**config.mk**
```make
export PLATFORM = sky130hd
export DESIGN_NAME = tpmq_ram
export DESIGN_NICKNAME = d
export VERILOG_FILES = /design/src/hdl/tpmq_ram.sv
export SDC_FILE = /design/constraint.sdc
export NUM_CORES = 1
export LEC_CHECK = 0
export ABC_AREA = 1
export ABC_CLOCK_PERIOD_IN_PS = 1150
export BUFFER_PORTS_ARGS = -buffer_cell sky130_fd_sc_hd__clkbuf_2
export CAP_MARGIN = 5
export CORE_ASPECT_RATIO = 1.5
export CORE_MARGIN = 4
export CORE_UTILIZATION = 57
export CTS_BUF_LIST = sky130_fd_sc_hd__clkbuf_8
export DETAILED_ROUTE_END_ITERATION = 10
export HOLD_SLACK_MARGIN = 0.1
export PLACE_DENSITY = 0.78
export SKIP_CTS_REPAIR_TIMING = 1
export SYNTH_ARGS = -nofsm -noshare
export SYNTH_HDL_FRONTEND = slang
export SYNTH_SLANG_ARGS = --single-unit
```
**constraint.sdc**
```tcl
create_clock -name clk -period 1.15 [get_ports clk]
set_clock_uncertainty 0.1 [all_clocks]
set_input_delay 0.0575 -clock clk [delete_from_list [all_inputs] [get_ports clk]]
set_output_delay 0.0575 -clock clk [all_outputs]
set_load 0.02 [all_outputs]
```
**src/hdl/tpmq_ram.sv**
```systemverilog
// ----------------------------------------------------------------------------
// tpmq_ram
// generic single-write, single-read ram with registered read data
// ----------------------------------------------------------------------------
`default_nettype none

module tpmq_ram #(
    parameter int WIDTH = 8,
    parameter int DEPTH = 16,
    localparam int AW   = (DEPTH > 1) ? $clog2(DEPTH) : 1
) (
    input  logic             clk,
    input  logic             we,
    input  logic [AW-1:0]    waddr,
    input  logic [WIDTH-1:0] wdata,
    input  logic [AW-1:0]    raddr,
    output logic [WIDTH-1:0] rdata
);

    logic [WIDTH-1:0] mem [DEPTH];

    always_ff @(posedge clk)
    begin
        if (we)
        begin
            mem[waddr] <= wdata;
        end
        rdata <= mem[raddr];
    end

endmodule

`default_nettype wire

```
Yosys cells after proc, flatten, opt, wreduce, memory -nomap -nowiden
Memory sizes are Yosys's and may differ from the RTL's. A register that Yosys moved wholly into a read port is not among the register bits.
Cells that the tools add are included.
Widths: inputs -> output; s select.
- flip-flop bits (word level): 0
- RAM bits: 128
- input bits: 18
- output and inout bits: 8
- logic and storage cells: 3
- memories kept: 1
- memories (memory ; depth ; bits a word ; rd ports ; clocked after Yosys merged registers in ; wr ports ; line ; text):
    mem ; 16 ; 8 ; 1 ; 1 ; 1 ; 20 ; logic [WIDTH-1:0] mem [DEPTH];
- muxes and demuxes: 2
- operator list (operator ; number):
    $mux 1 ; 2

Longest topological paths before layout
- word-level depth: 2
- depth in mapped cells: 8
- gate-level depth less buffers: 7

Worst setup path before layout
No wires, ideal clock.
- path kind: input-to-reg
- start: in waddr[3]
- end: mem mem[4][0] (enable)
- setup time: 370 ps
- arrival: 638 ps
- required time: 680 ps
- setup slack: 42 ps
- stages: 2
- buffers on the path: 0
- cell sequence: nand3b_1 nor2_1
- RTL lines (item ; line ; text):
    start: declaration ; 14 ; input logic [AW-1:0] waddr,
    end: declaration ; 20 ;
No word-level cell before the write port.

Final worst setup path
- start: reg rdata[4] (read register of mem)
- end: out rdata[4]
- RTL lines (item ; line ; text):
    start: declaration ; 17 ; output logic [WIDTH-1:0] rdata
No word-level cell between the ends.

==> results.ini <==
[grt]
antenna_found_initial = 0
grt_max_degree = 33
grt_pass1_vias = 3894
globalRouteTotalUtil = 0.226
grt_pass1_wl_um = 20100
grt_overflow_total = 0

[timing]
hold_viol_final = 0
rsz0062_at_grt = false
setup_viol = 0
period_share = 0.962
max_slew_margin = 0.735
fin_crit_ns = 1.11
setup_slack_ns = 0.0442
max_freq_mhz = 904
finalMaxSlewViolations = 0
worstMarginPinSlew_ns = 0.397

[power]
powerDensity_mw_per_mm2 = 1460
ir_drop_mv = 1.29
power.leakage_nw = 2.97

[yosys]
yosys.area.top_type_share = 0.667
synth_top_area_cell = edfxtp_1
syn-mean-instance-area_um2 = 10.5
synth_commonest_cells = nand2_1 (173), edfxtp_1 (128), inv_1 (100), nand3_1 (97), nor2_1 (17)
synth_top_flop_cell = edfxtp_1
ys_seq_area_frac = 0.694
ys_warn_count = 0
ys_ff_latch = 136
yosysUniqueCellTypes = 12
synth_area_leaders = edfxtp_1 (67%), nand2_1 (11%), nand3_1 (8.4%)
netlist_area_mm2 = 0.00577
synth_enable_flop_cells = 128
yosysMostFrequentCell = nand2_1
synth_cells = 551
syn-num-nets = 569
synthArstFlopShare = 0

[final_layout]
drive_gt1_frac = 0.142
finish.instance_area_mm2 = 0.00666
antenna_cells = 0
areaGrowthSynthToFinish_pct = 15.4
final_nets = 635

[worst_setup_path]
crit_path_start_kind = flip-flop
path_cells = buf_2
critical_path.slowest_cell = dfxtp_1
r2r_setup_slack_ns = 0.06
end_kind = output pin
cp.depth = 1
worstReg2RegStart = mem[11][1]
path_max_fanout = 1
worstPathRequired_ns = 0.99
cpPeakStageDelay_ns = 0.35
crit_family = flip-flops
critical_path.startpoint = rdata[4]
endpoint = rdata[4]
r2r-end = rdata[1]
cp.arrival_ns = 0.95
rr_worst_depth = 6
critPathKind = reg -> out
crit_buf_inv = 1

[route]
vias = 3945
wire_per_inst_um = 16.7
drtIter0Drc = 285
viasPerCell = 5.32
wirelength_um = 12400
drc_errors = 3
antenna_left = 0
firstDrtPassIters = 8

[floorplan]
ios = 26
die-area_mm2 = 0.0118
core-area_mm2 = 0.00980
die_w_um = 90.1
start_util = 0.588
rows = 44
fp.dieH_um = 131

[clock_tree]
cts.sinks = 136
cts_max_level = 4
clkSlewWorstSetupHoldPaths_ns = 0.06
insertion_delay_ns = 0.43
cts_tree = yes
cts_root_buf = clkbuf_8
clockBufferDepth = 2
numCtsBuffers = 17

[placed_design]
post-place-ws_ns = -0.159
port_buffers = 25
gp_congestion = 0.836
placed_area_mm2 = 0.00618
dpl.hpwl_um = 8430

[hold_path]
hold_depth = 6
holdCritPathClass = in -> reg

[outcome]
violations = DRC
status = finished, violations left

[job]
max-cap-violations = 0

==> per-layer routing <==
| layer | GRT usage | vias to the layer above | wire length (um) |
|---|---|---|---|
| met5 | 0 | - | 0 |
| met2 | 0.376 | 160 | 6400 |
| met3 | 0.0538 | 36 | 842 |
| met1 | 0.263 | 1852 | 4620 |
| li1 | - | 1897 | - |
| met4 | 0.140 | 0 | 554 |
==> final cells by class <==
cell class	instances	area [um2]
sequential	136	4010
fill	710	3140
multi-input combinational	289	1240
timing repair buffer	71	551
inverter	102	383
clock buffer	17	234
tap	115	144
clock inverter	12	100
==> layout by cell type (no fill, tap or decap), types with 4 or more instances in the layout <==
cell type,instances
buf_12,4
dlygate4sd3_1,11
nand3_2,5
clkbuf_2,21
nand3_1,92
dfxtp_1,7
clkbuf_8,17
buf_4,32
edfxtp_1,128
nor2_1,17
inv_1,106
nand2_1,173
==> per-stage QoR <==
| step | TNS [ns] | hold WS (ns) | utilization | power (mW) | cells |
|---|---|---|---|---|---|
| 3_5_place_dp | -0.706 | 0.377 | 0.631 | 6.42 | 702 |
| 6_report | 0 | 0.144 | 0.679 | 9.72 | 742 |
| 5_1_grt | 0 | 0.168 | 0.679 | 10.1 | 742 |
| 4_1_cts | -0.0137 | -0.0703 | 0.665 | 9.76 | 731 |
| 2_1_floorplan | 0 | 0.0564 | - | 6.10 | 551 |
| 3_3_place_gp | -0.110 | 0.376 | 0.631 | 6.40 | 702 |
==> kinds of logic after synthesis <==
logic type,Yosys count,share of synthesized area
simple gates,289,0.210
buf+inv,126,0.0952
flops,136,0.694
==> registers in the layout, summed over array words and instances, names as in the netlist <==
register and count:
rdata 8, mem 128
==> power breakdown <==
part / switching [mW] / leakage, nW / internal [mW]
clock network: 1.55 / 0.193 / 1.81
logic: 0.510 / 1.55 / 0.270
registers: 0.0369 / 1.22 / 5.54
total: 2.10 / 2.97 / 7.63
==> worst min-delay path by stage <==
stage	start	to
3_5_place_dp	rdata[3]	rdata[3]
4_1_cts	raddr[3]	rdata[6]
5_1_grt	we	mem[1][6]
3_3_place_gp	rdata[3]	rdata[3]
2_1_floorplan	wdata[0]	mem[0][0]
6_report	raddr[1]	rdata[5]
(Power assumes the default switching activity.)
